[src/ut2c_pkg.sv]
`default_nettype none
// ----------------------------------------------------------------------------
// ut2c_pkg
// Shared widths, constants, reciprocals and types for the unix time to
// calendar pipeline.
// ----------------------------------------------------------------------------
package ut2c_pkg;

	// field widths of the ports
	localparam int IN_W    = 37;
	localparam int YEAR_W  = 13;
	localparam int MONTH_W = 4;
	localparam int DAY_W   = 5;
	localparam int HOUR_W  = 5;
	localparam int MIN_W   = 6;
	localparam int SEC_W   = 6;

	// internal widths
	localparam int RAW_W     = IN_W - 1;       // magnitude of a non-negative count
	localparam int LO_W      = 7;              // 86400 = 675 << 7
	localparam int X_W       = RAW_W - LO_W;   // seconds >> 7
	localparam int DAYS_W    = 20;
	localparam int REM_W     = 10;             // remainder of the divide by 675
	localparam int SOD_W     = REM_W + LO_W;
	localparam int Z_W       = 21;             // day count shifted to 0000-03-01
	localparam int DOE_W     = 18;
	localparam int ERA_IDX_W = 3;
	localparam int Q1460_W   = 7;
	localparam int CENT_W    = 3;
	localparam int YOE_W     = 9;
	localparam int YCENT_W   = 2;
	localparam int DOY_W     = 9;
	localparam int MP_W      = 4;
	localparam int MSR_W     = 12;             // seconds within the hour

	// pipeline depth
	localparam int SPLIT_LAT    = 2;
	localparam int CIVIL_LAT    = 8;
	localparam int TOD_CALC_LAT = 4;
	localparam int TOD_PAD      = CIVIL_LAT - TOD_CALC_LAT;
	localparam int TOTAL_LAT    = 1 + SPLIT_LAT + CIVIL_LAT;

	// calendar constants
	localparam int SECS_PER_HOUR = 3600;
	localparam int SECS_PER_MIN  = 60;
	localparam int DAY_DIV       = 675;        // seconds per day >> 7
	localparam int DAYS_PER_ERA  = 146097;
	localparam int DAYS_PER_CENT = 36524;
	localparam int DAYS_PER_QUAD = 1460;
	localparam int DAYS_PER_YEAR = 365;
	localparam int YEARS_PER_ERA = 400;
	localparam int YEARS_PER_CENT = 100;
	localparam int EPOCH_SHIFT   = 719468;     // days from 0000-03-01 to the epoch
	localparam int ERA_MIN       = 4;          // era of day zero
	localparam int ERA_SPAN      = 6;          // eras reachable above ERA_MIN
	localparam int DOE_BIAS      = EPOCH_SHIFT - ERA_MIN * DAYS_PER_ERA;
	localparam int MP_JAN        = 10;         // march-based index of january
	localparam int MP_MAR_OFS    = 3;
	localparam int MONTHS        = 12;

	// reciprocals: m = ceil(2^k / d) with k = input bits + divisor bits, exact
	localparam int K_675      = X_W + 10;
	localparam int RCP_675_W  = 30;
	localparam logic [RCP_675_W-1:0] RCP_675 = RCP_675_W'(
		((64'd1 << K_675) + 64'(DAY_DIV) - 64'd1) / 64'(DAY_DIV));

	localparam int K_1460     = DOE_W + 11;
	localparam int RCP_1460_W = 19;
	localparam logic [RCP_1460_W-1:0] RCP_1460 = RCP_1460_W'(
		((64'd1 << K_1460) + 64'(DAYS_PER_QUAD) - 64'd1) / 64'(DAYS_PER_QUAD));

	localparam int K_365      = DOE_W + 9;
	localparam int RCP_365_W  = 19;
	localparam logic [RCP_365_W-1:0] RCP_365 = RCP_365_W'(
		((64'd1 << K_365) + 64'(DAYS_PER_YEAR) - 64'd1) / 64'(DAYS_PER_YEAR));

	// (5 * doy + 2) / 153 folded into one multiply and one add
	localparam int K_153   = 19;
	localparam int MPP_W   = 24;
	localparam int RCP_153 = ((1 << K_153) + 153 - 1) / 153;
	localparam logic [MPP_W-1:0] MP_MUL = MPP_W'(5 * RCP_153);
	localparam logic [MPP_W-1:0] MP_ADD = MPP_W'(2 * RCP_153);

	localparam int K_3600     = SOD_W + 12;
	localparam int RCP_3600_W = 18;
	localparam logic [RCP_3600_W-1:0] RCP_3600 = RCP_3600_W'(
		((64'd1 << K_3600) + 64'(SECS_PER_HOUR) - 64'd1) / 64'(SECS_PER_HOUR));

	localparam int K_60     = MSR_W + 6;
	localparam int RCP_60_W = 13;
	localparam logic [RCP_60_W-1:0] RCP_60 = RCP_60_W'(
		((64'd1 << K_60) + 64'(SECS_PER_MIN) - 64'd1) / 64'(SECS_PER_MIN));

	// types
	typedef logic [DAYS_W-1:0] days_t;
	typedef logic [SOD_W-1:0]  sod_t;

	typedef struct packed {
		logic [YEAR_W-1:0]  year;
		logic [MONTH_W-1:0] month;
		logic [DAY_W-1:0]   day;
	} cal_t;

	typedef struct packed {
		logic [HOUR_W-1:0] hour;
		logic [MIN_W-1:0]  minute;
		logic [SEC_W-1:0]  second;
	} hms_t;

	// first day of a march-based month within the year, (153 * mp + 2) / 5
	function automatic logic [DOY_W-1:0] month_start(input logic [MP_W-1:0] mp);
		logic [DOY_W-1:0] r;
		case (mp)
			4'd0:    r = 9'd0;
			4'd1:    r = 9'd31;
			4'd2:    r = 9'd61;
			4'd3:    r = 9'd92;
			4'd4:    r = 9'd122;
			4'd5:    r = 9'd153;
			4'd6:    r = 9'd184;
			4'd7:    r = 9'd214;
			4'd8:    r = 9'd245;
			4'd9:    r = 9'd275;
			4'd10:   r = 9'd306;
			4'd11:   r = 9'd337;
			default: r = 9'd0;
		endcase
		return r;
	endfunction

endpackage
`default_nettype wire

[src/unix_time_to_calendar_core.sv]
`default_nettype none
// ----------------------------------------------------------------------------
// unix_time_to_calendar_core
// Converts a signed count of seconds since 1970-01-01 UTC into Gregorian
// year, month, day, hour, minute and second.
// ----------------------------------------------------------------------------
// Usage:
// - input channel in_valid / in_ready carries unix_seconds; an item is taken
//   on a clock edge where both are high
// - output channel out_valid / out_ready carries unknown and the six fields
// - a negative count gives unknown = 1 with every other field zero
// - the path runs through an input register, 2 day-split stages and 8
//   calendar stages; time of day runs beside the calendar stages
// - one item per cycle sustained while the receiver does not stall;
//   every stage is a register and the divides by constants are
//   reciprocal multiplies, one per stage, or compare chains for the
//   eras and centuries
// - when the receiver stalls (out_valid high, out_ready low) the whole
//   pipeline holds and in_ready drops; nothing is lost or repeated
// - reset clears all valid bits; the pipeline is empty right after reset
// ----------------------------------------------------------------------------
module unix_time_to_calendar_core (
	input  logic                              clk,
	input  logic                              arst_n,
	input  logic                              in_valid,
	output logic                              in_ready,
	input  logic signed [ut2c_pkg::IN_W-1:0]  unix_seconds,
	output logic                              out_valid,
	input  logic                              out_ready,
	output logic                              unknown,
	output logic [ut2c_pkg::YEAR_W-1:0]       year,
	output logic [ut2c_pkg::MONTH_W-1:0]      month,
	output logic [ut2c_pkg::DAY_W-1:0]        day,
	output logic [ut2c_pkg::HOUR_W-1:0]       hour,
	output logic [ut2c_pkg::MIN_W-1:0]        minute,
	output logic [ut2c_pkg::SEC_W-1:0]        second
);
	import ut2c_pkg::*;

	logic                 adv;
	logic [TOTAL_LAT-1:0] vld_q;
	logic [TOTAL_LAT-1:0] neg_q;
	logic [RAW_W-1:0]     raw_s1;
	days_t                days;
	sod_t                 sod;
	cal_t                 cal;
	hms_t                 hms;

	// pipeline moves unless a finished item waits
	assign adv      = !vld_q[TOTAL_LAT-1] || out_ready;
	assign in_ready = adv;

	// valid bits
	always_ff @(posedge clk or negedge arst_n) begin
		if (!arst_n) begin
			vld_q <= '0;
		end else if (adv) begin
			vld_q <= {vld_q[TOTAL_LAT-2:0], in_valid};
		end
	end

	// input register and sign flag line
	always_ff @(posedge clk) begin
		if (adv) begin
			raw_s1 <= unix_seconds[RAW_W-1:0];
			neg_q  <= {neg_q[TOTAL_LAT-2:0], unix_seconds[IN_W-1]};
		end
	end

	ut2c_day_split u_split (
		.clk  (clk),
		.en   (adv),
		.raw  (raw_s1),
		.days (days),
		.sod  (sod)
	);

	ut2c_civil u_civil (
		.clk  (clk),
		.en   (adv),
		.days (days),
		.cal  (cal)
	);

	ut2c_tod u_tod (
		.clk (clk),
		.en  (adv),
		.sod (sod),
		.hms (hms)
	);

	// outputs, zeroed for a negative count
	assign out_valid = vld_q[TOTAL_LAT-1];
	assign unknown   = neg_q[TOTAL_LAT-1];
	assign year      = unknown ? '0 : cal.year;
	assign month     = unknown ? '0 : cal.month;
	assign day       = unknown ? '0 : cal.day;
	assign hour      = unknown ? '0 : hms.hour;
	assign minute    = unknown ? '0 : hms.minute;
	assign second    = unknown ? '0 : hms.second;

endmodule
`default_nettype wire

[src/ut2c_day_split.sv]
`default_nettype none
// ----------------------------------------------------------------------------
// ut2c_day_split
// Two-stage split of a second count into whole days and seconds of the day,
// using a reciprocal multiply for the divide by 675 after a shift by 7.
// ----------------------------------------------------------------------------
module ut2c_day_split (
	input  logic                      clk,
	input  logic                      en,
	input  logic [ut2c_pkg::RAW_W-1:0] raw,
	output ut2c_pkg::days_t           days,
	output ut2c_pkg::sod_t            sod
);
	import ut2c_pkg::*;

	logic [X_W+RCP_675_W-1:0] prod;
	logic [X_W-1:0]           x_s2;
	logic [LO_W-1:0]          lo_s2;
	days_t                    q_s2;
	logic [X_W-1:0]           back;
	logic [X_W-1:0]           rem_full;
	days_t                    days_s3;
	sod_t                     sod_s3;

	// quotient by reciprocal
	assign prod = (X_W+RCP_675_W)'(raw[RAW_W-1:LO_W]) * (X_W+RCP_675_W)'(RCP_675);

	always_ff @(posedge clk) begin
		if (en) begin
			x_s2  <= raw[RAW_W-1:LO_W];
			lo_s2 <= raw[LO_W-1:0];
			q_s2  <= DAYS_W'(prod >> K_675);
		end
	end

	// remainder and seconds of the day
	assign back     = X_W'(q_s2) * X_W'(DAY_DIV);
	assign rem_full = x_s2 - back;

	always_ff @(posedge clk) begin
		if (en) begin
			days_s3 <= q_s2;
			sod_s3  <= {rem_full[REM_W-1:0], lo_s2};
		end
	end

	assign days = days_s3;
	assign sod  = sod_s3;

endmodule
`default_nettype wire

[src/ut2c_civil.sv]
`default_nettype none
// ----------------------------------------------------------------------------
// ut2c_civil
// Eight-stage conversion of a day count since the epoch into year, month and
// day of the proleptic Gregorian calendar (march-based era arithmetic).
// ----------------------------------------------------------------------------
module ut2c_civil (
	input  logic            clk,
	input  logic            en,
	input  ut2c_pkg::days_t days,
	output ut2c_pkg::cal_t  cal
);
	import ut2c_pkg::*;

	logic [ERA_IDX_W-1:0]      era_cnt;
	logic [ERA_IDX_W-1:0]      era_s4, era_s5, era_s6, era_s7, era_s8, era_s9, era_s10;
	days_t                     days_s4;
	logic [DOE_W-1:0]          doe_n;
	logic [DOE_W-1:0]          doe_s5, doe_s6, doe_s7, doe_s8;
	logic [DOE_W+RCP_1460_W-1:0] prod1460;
	logic [CENT_W-1:0]         cent_n;
	logic [Q1460_W-1:0]        q1460_s6;
	logic [CENT_W-1:0]         cent_s6;
	logic                      last_s6;
	logic [DOE_W-1:0]          t_s7;
	logic [DOE_W+RCP_365_W-1:0] prod365;
	logic [YOE_W-1:0]          yoe_s8, yoe_s9, yoe_s10;
	logic [YCENT_W-1:0]        ycent;
	logic [DOE_W-1:0]          doy_n;
	logic [DOY_W-1:0]          doy_s9, doy_s10;
	logic [MPP_W-1:0]          prod153;
	logic [MP_W-1:0]           mp_s10;
	cal_t                      cal_n;
	cal_t                      cal_s11;

	// stage 4: era index by compare against era boundaries
	always_comb begin
		era_cnt = '0;
		for (int j = 1; j <= ERA_SPAN; j++) begin
			if (days >= DAYS_W'(DAYS_PER_ERA * (ERA_MIN + j) - EPOCH_SHIFT)) begin
				era_cnt = era_cnt + ERA_IDX_W'(1);
			end
		end
	end

	always_ff @(posedge clk) begin
		if (en) begin
			era_s4  <= era_cnt;
			days_s4 <= days;
		end
	end

	// stage 5: day of era
	assign doe_n = DOE_W'(Z_W'(days_s4) + Z_W'(DOE_BIAS) - Z_W'(era_s4) * Z_W'(DAYS_PER_ERA));

	always_ff @(posedge clk) begin
		if (en) begin
			doe_s5 <= doe_n;
			era_s5 <= era_s4;
		end
	end

	// stage 6: quads, centuries and the last day of the era
	assign prod1460 = (DOE_W+RCP_1460_W)'(doe_s5) * (DOE_W+RCP_1460_W)'(RCP_1460);

	always_comb begin
		cent_n = '0;
		for (int k = 1; k <= 4; k++) begin
			if (doe_s5 >= DOE_W'(DAYS_PER_CENT * k)) begin
				cent_n = cent_n + CENT_W'(1);
			end
		end
	end

	always_ff @(posedge clk) begin
		if (en) begin
			q1460_s6 <= Q1460_W'(prod1460 >> K_1460);
			cent_s6  <= cent_n;
			last_s6  <= (doe_s5 == DOE_W'(DAYS_PER_ERA - 1));
			doe_s6   <= doe_s5;
			era_s6   <= era_s5;
		end
	end

	// stage 7: leap-corrected day count ahead of the year divide
	always_ff @(posedge clk) begin
		if (en) begin
			t_s7   <= doe_s6 - DOE_W'(q1460_s6) + DOE_W'(cent_s6) - DOE_W'(last_s6);
			doe_s7 <= doe_s6;
			era_s7 <= era_s6;
		end
	end

	// stage 8: year of era
	assign prod365 = (DOE_W+RCP_365_W)'(t_s7) * (DOE_W+RCP_365_W)'(RCP_365);

	always_ff @(posedge clk) begin
		if (en) begin
			yoe_s8 <= YOE_W'(prod365 >> K_365);
			doe_s8 <= doe_s7;
			era_s8 <= era_s7;
		end
	end

	// stage 9: day of the march-based year
	always_comb begin
		ycent = '0;
		for (int k = 1; k <= 3; k++) begin
			if (yoe_s8 >= YOE_W'(YEARS_PER_CENT * k)) begin
				ycent = ycent + YCENT_W'(1);
			end
		end
	end

	assign doy_n = doe_s8 - (DOE_W'(yoe_s8) * DOE_W'(DAYS_PER_YEAR)
		+ DOE_W'(yoe_s8 >> 2) - DOE_W'(ycent));

	always_ff @(posedge clk) begin
		if (en) begin
			doy_s9 <= DOY_W'(doy_n);
			yoe_s9 <= yoe_s8;
			era_s9 <= era_s8;
		end
	end

	// stage 10: march-based month
	assign prod153 = MPP_W'(doy_s9) * MP_MUL + MP_ADD;

	always_ff @(posedge clk) begin
		if (en) begin
			mp_s10  <= MP_W'(prod153 >> K_153);
			doy_s10 <= doy_s9;
			yoe_s10 <= yoe_s9;
			era_s10 <= era_s9;
		end
	end

	// stage 11: calendar fields, january and february belong to the next year
	always_comb begin
		cal_n.day = DAY_W'(doy_s10 - month_start(mp_s10) + DOY_W'(1));
		if (mp_s10 < MP_W'(MP_JAN)) begin
			cal_n.month = MONTH_W'(mp_s10 + MP_W'(MP_MAR_OFS));
		end else begin
			cal_n.month = MONTH_W'(mp_s10 - MP_W'(MONTHS - MP_MAR_OFS));
		end
		cal_n.year = YEAR_W'(yoe_s10)
			+ (YEAR_W'(era_s10) + YEAR_W'(ERA_MIN)) * YEAR_W'(YEARS_PER_ERA)
			+ YEAR_W'(mp_s10 >= MP_W'(MP_JAN));
	end

	always_ff @(posedge clk) begin
		if (en) begin
			cal_s11 <= cal_n;
		end
	end

	assign cal = cal_s11;

endmodule
`default_nettype wire

[src/ut2c_tod.sv]
`default_nettype none
// ----------------------------------------------------------------------------
// ut2c_tod
// Hour, minute and second from the seconds of the day in four stages, then
// delayed to line up with the calendar pipeline.
// ----------------------------------------------------------------------------
module ut2c_tod (
	input  logic           clk,
	input  logic           en,
	input  ut2c_pkg::sod_t sod,
	output ut2c_pkg::hms_t hms
);
	import ut2c_pkg::*;

	logic [SOD_W+RCP_3600_W-1:0] prod3600;
	logic [HOUR_W-1:0]           hour_s4, hour_s5, hour_s6;
	sod_t                        sod_s4;
	logic [MSR_W-1:0]            ms_s5, ms_s6;
	logic [MSR_W+RCP_60_W-1:0]   prod60;
	logic [MIN_W-1:0]            min_s6;
	hms_t                        hms_s7;
	hms_t                        pad_q [TOD_PAD];

	// stage 4: hour
	assign prod3600 = (SOD_W+RCP_3600_W)'(sod) * (SOD_W+RCP_3600_W)'(RCP_3600);

	always_ff @(posedge clk) begin
		if (en) begin
			hour_s4 <= HOUR_W'(prod3600 >> K_3600);
			sod_s4  <= sod;
		end
	end

	// stage 5: seconds within the hour
	always_ff @(posedge clk) begin
		if (en) begin
			ms_s5   <= MSR_W'(sod_s4 - SOD_W'(hour_s4) * SOD_W'(SECS_PER_HOUR));
			hour_s5 <= hour_s4;
		end
	end

	// stage 6: minute
	assign prod60 = (MSR_W+RCP_60_W)'(ms_s5) * (MSR_W+RCP_60_W)'(RCP_60);

	always_ff @(posedge clk) begin
		if (en) begin
			min_s6  <= MIN_W'(prod60 >> K_60);
			ms_s6   <= ms_s5;
			hour_s6 <= hour_s5;
		end
	end

	// stage 7: second
	always_ff @(posedge clk) begin
		if (en) begin
			hms_s7.hour   <= hour_s6;
			hms_s7.minute <= min_s6;
			hms_s7.second <= SEC_W'(ms_s6 - MSR_W'(min_s6) * MSR_W'(SECS_PER_MIN));
		end
	end

	// delay line to match the calendar latency
	always_ff @(posedge clk) begin
		if (en) begin
			pad_q[0] <= hms_s7;
			for (int i = 1; i < TOD_PAD; i++) begin
				pad_q[i] <= pad_q[i-1];
			end
		end
	end

	assign hms = pad_q[TOD_PAD-1];

endmodule
`default_nettype wire
[config.mk]
export PLATFORM = sky130hd
export DESIGN_NAME = unix_time_to_calendar_core
export DESIGN_NICKNAME = d
export VERILOG_FILES = /design/src/ut2c_pkg.sv /design/src/unix_time_to_calendar_core.sv /design/src/ut2c_day_split.sv /design/src/ut2c_civil.sv /design/src/ut2c_tod.sv
export SDC_FILE = /design/constraint.sdc
export NUM_CORES = 2
export LEC_CHECK = 0
export BUFFER_PORTS_ARGS = -buffer_cell sky130_fd_sc_hd__buf_4
export CAP_MARGIN = 40
export CORE_ASPECT_RATIO = 0.7
export CORE_MARGIN = 4
export CORE_UTILIZATION = 60
export DETAILED_ROUTE_END_ITERATION = 10
export HOLD_SLACK_MARGIN = 0.15
export PLACE_DENSITY = 0.77
export SYNTH_ARGS = -nofsm -noshare
export SYNTH_HDL_FRONTEND = slang
export SYNTH_HIERARCHICAL = 1
export SYNTH_SLANG_ARGS = --single-unit
[constraint.sdc]
create_clock -name clk -period 9.5 [get_ports clk]
set_input_delay 0.475 -clock clk [delete_from_list [all_inputs] [get_ports clk]]
set_output_delay 0.475 -clock clk [all_outputs]
set_load 0.01 [all_outputs]
==> qor.yml <==
clock_tree:
  clk_pin_slew_ns: 0.07
  cts_buffer_depth: 3
  cts_max_level: 2
  clock_sinks: 462
  clkLatencyLatePin_ns: 0.63
  cts_buffers: 48
  cts_tree: "built"
  clock-root-buffer: "clkbuf_16"
timing:
  min_period_ns: 7.24
  fmaxAchievable_mhz: 138
  rsz0062_at_grt: "false"
  tns_ns: 0
  final.period_utilization_pct: 76.2
  slew_viol_final: 0
  relSlewSlack_pct: 36.9
  fin_skew_ns: 0.0428
  report.final.hold_viol_count: 0
  tightest_slew_ns: 0.947
  setup_viol: 0
critical_path:
  crit_fanout: 12
  startpoint: "raw_s1[16]$_DFFE_PP_"
  critPathKind: "flop to flop"
  required_ns: 9.85
  critPathArrivalTime_ns: 7.59
  end_kind: "flop"
  crit_path_start_kind: "flop"
  r2r-start: "raw_s1[16]$_DFFE_PP_"
cells_and_area:
  fill_cells: 6292
  syn2layout_area_growth_pct: 8.08
  antennaDiodeCount: 0
  drive_gt1_share_pct: 4.66
  fin_nets: 6326
floorplanning:
  rows: 89
  start_util_pct: 60.6
  core-area_um2: 84300
  die_area_um2: 90000
  die_w_um: 357
  ios: 83
  die_y_um: 252
grt:
  grt_usage_pct: 22.6
  grt_overflow_total: 0
  grt_pass1_wl_um: 163000
  grt_max_degree: 173
  grt_pass1_vias: 31800
  grt_antenna_before_repair: 0
synth:
  yosys_warnings: 6
  synth_fp_nets: 6155
  syn_inst: 4360
  synthesis.area_um2: 51100
  yosysTopAreaCellShare_pct: 28.7
  avgSynthCellArea_um2: 11.7
  synth_top_flop_cell: "edfxtp_1"
  synth.most_common_cell: "ha_1"
  netlist_top_cells_count: "1174 x ha_1, 1137 x inv_1, 580 x fa_1"
  synth-seq-cells: 462
  synth_cell_type_count: 90
  synth_enable_flop_cells: 446
  async_flop_share_pct: 2.38
  ys_top_cells_by_area: "ha_1 29%, edfxtp_1 26%, fa_1 23%, inv_1 8.4%, xnor2_1 2.2%"
  synth-seq-area-share_pct: 26.9
  synth_top_area_cell: "ha_1"
routing:
  post-route-drc-count: 0
  totalWireLength_um: 97400
  dr.first_iter.drc_count: 1760
  wire_per_inst_um: 17.1
  vias: 30200
  antenna_left: 0
  via_per_inst: 5.29
  drt_first_pass_iters: 5
placement:
  place.gp.congestion: 0.906
  hpwl_um: 79100
  portBuffers: 82
run_status:
  status: "finished clean"
job:
  maxCapViolCount: 0
min_path:
  holdCritPathClass: "input port to asynchronous set/reset pin"
==> final timing paths <==
kind,endpoint,slack [ns],depth (start not counted)
max,u_split/q_s2[13]$_DFFE_PP_,2.26,22
min,vld_q[4]$_DFFE_PN0P_,0.26,2
max reg2reg,u_split/q_s2[13]$_DFFE_PP_,2.26,22
min reg2reg,neg_q[5]$_DFFE_PP_,0.40,0
max in group asynchronous,vld_q[2]$_DFFE_PN0P_,9.09,2
min in group clk,neg_q[5]$_DFFE_PP_,0.40,0
==> sequential cells by signal (all words and copies together), names as in the netlist, 12 cells and up, named ones only <==
register	count
raw_s1	36
u_civil/cal	22
u_civil/days_s4	18
u_civil/doe_s5	18
u_civil/doe_s6	18
u_civil/t_s7	18
u_split/days	20
u_split/q_s2	20
u_split/sod	17
u_tod/hms_s7	17
u_tod/ms_s5	12
u_tod/pad_q	68
u_tod/sod_s4	12
==> worst max-delay path: stages, from the launching register on <==
cell and delay (ns):
edfxtp_1 0.70, fa_1 0.53, ha_1 0.28, inv_1 0.05, fa_1 0.50, fa_1 0.51, inv_1 0.04, fa_1 0.46
fa_1 0.52, fa_1 0.54, inv_1 0.05, fa_1 0.49, inv_1 0.04, ha_1 0.33, a21oi_1 0.15, o21ai_0 0.15
a41oi_1 0.25, a31o_1 0.18, or3b_4 0.42, a41oi_2 0.29, o21bai_1 0.16, a21o_1 0.20, xor2_1 0.14
==> cell type report <==
type	count	area, um2	share of cell area, %
Multi-Input combinational cell	2751	33000	59.8
Clock buffer	53	1220	2.21
Tap cell	1137	1420	2.58
Timing Repair Buffer	131	1110	2.00
Sequential cell	462	13800	24.9
Clock inverter	37	430	0.779
Inverter	1137	4270	7.73
==> per-layer routing <==
metal	routed length (um)	share of wire, %	global-route usage (%)	vias to the layer above
met5	0	0	0	-
met4	1990	2.0	4.71	0
met3	5010	5.1	3.56	120
met2	43900	45	35.8	609
met1	46500	48	33.4	14800
li1	-	-	-	14700
==> cell families (layout without fill, tap and decap cells) <==
family          after synthesis  count (layout)  share of synthesized area [%]
fa+ha+maj                  1754            1754                           51.5
buf+inv                    1147            1358                           8.45
flops                       462             462                           26.9
compound gates              444             444                           5.82
simple gates                354             354                           3.67
xor+xnor                    180             180                           3.18
mux                          19              19                          0.463
==> cells in the final DEF (no fill, tap or decap), types with 8 or more instances in the layout <==
cell type,n
buf_4,90
xnor2_1,129
clkbuf_16,48
a31oi_1,14
o21a_1,18
nor3_1,31
o31ai_1,8
ha_1,1174
a21o_1,70
o21ai_0,66
dlygate4sd3_1,39
clkinv_1,8
nand2b_1,10
mux2_4,8
fa_1,580
and3_1,23
nand3_1,39
edfxtp_1,446
nor2_1,54
nor2b_1,52
o211ai_1,10
inv_1,1137
o21bai_1,18
xor2_1,48
nand2_1,76
a21oi_1,134
nand4_1,13
a211oi_1,17
and2_1,11
clkinvlp_4,9
dfrtp_1,11
==> per-stage QoR <==
step / instances / setup slack [ns] / area (um2) / hold WS [ns] / util, %
floorplan: 4360 / 2.74 / 51100 / 0.179 / -
global route: 5708 / 1.93 / 55200 / 0.247 / 65.5
finish: 5708 / 2.26 / 55200 / 0.256 / 65.5
CTS: 5708 / 2.26 / 55200 / 0.196 / 65.5
detailed placement: 5579 / 2.27 / 53200 / 0.314 / 63.1
global placement: 5579 / 2.37 / 53200 / 0.313 / 63.1
==> what timing repair did <==
item	4_1_cts	5_1_grt
hold buffers	39	0
resized for setup	0	0
buffers inserted	0	0
endpoints found under the hold margin	49	0
Power is left out: the tool's default activity adds up to more than one toggle a clock period on the data nets, which glitch-free logic cannot reach.
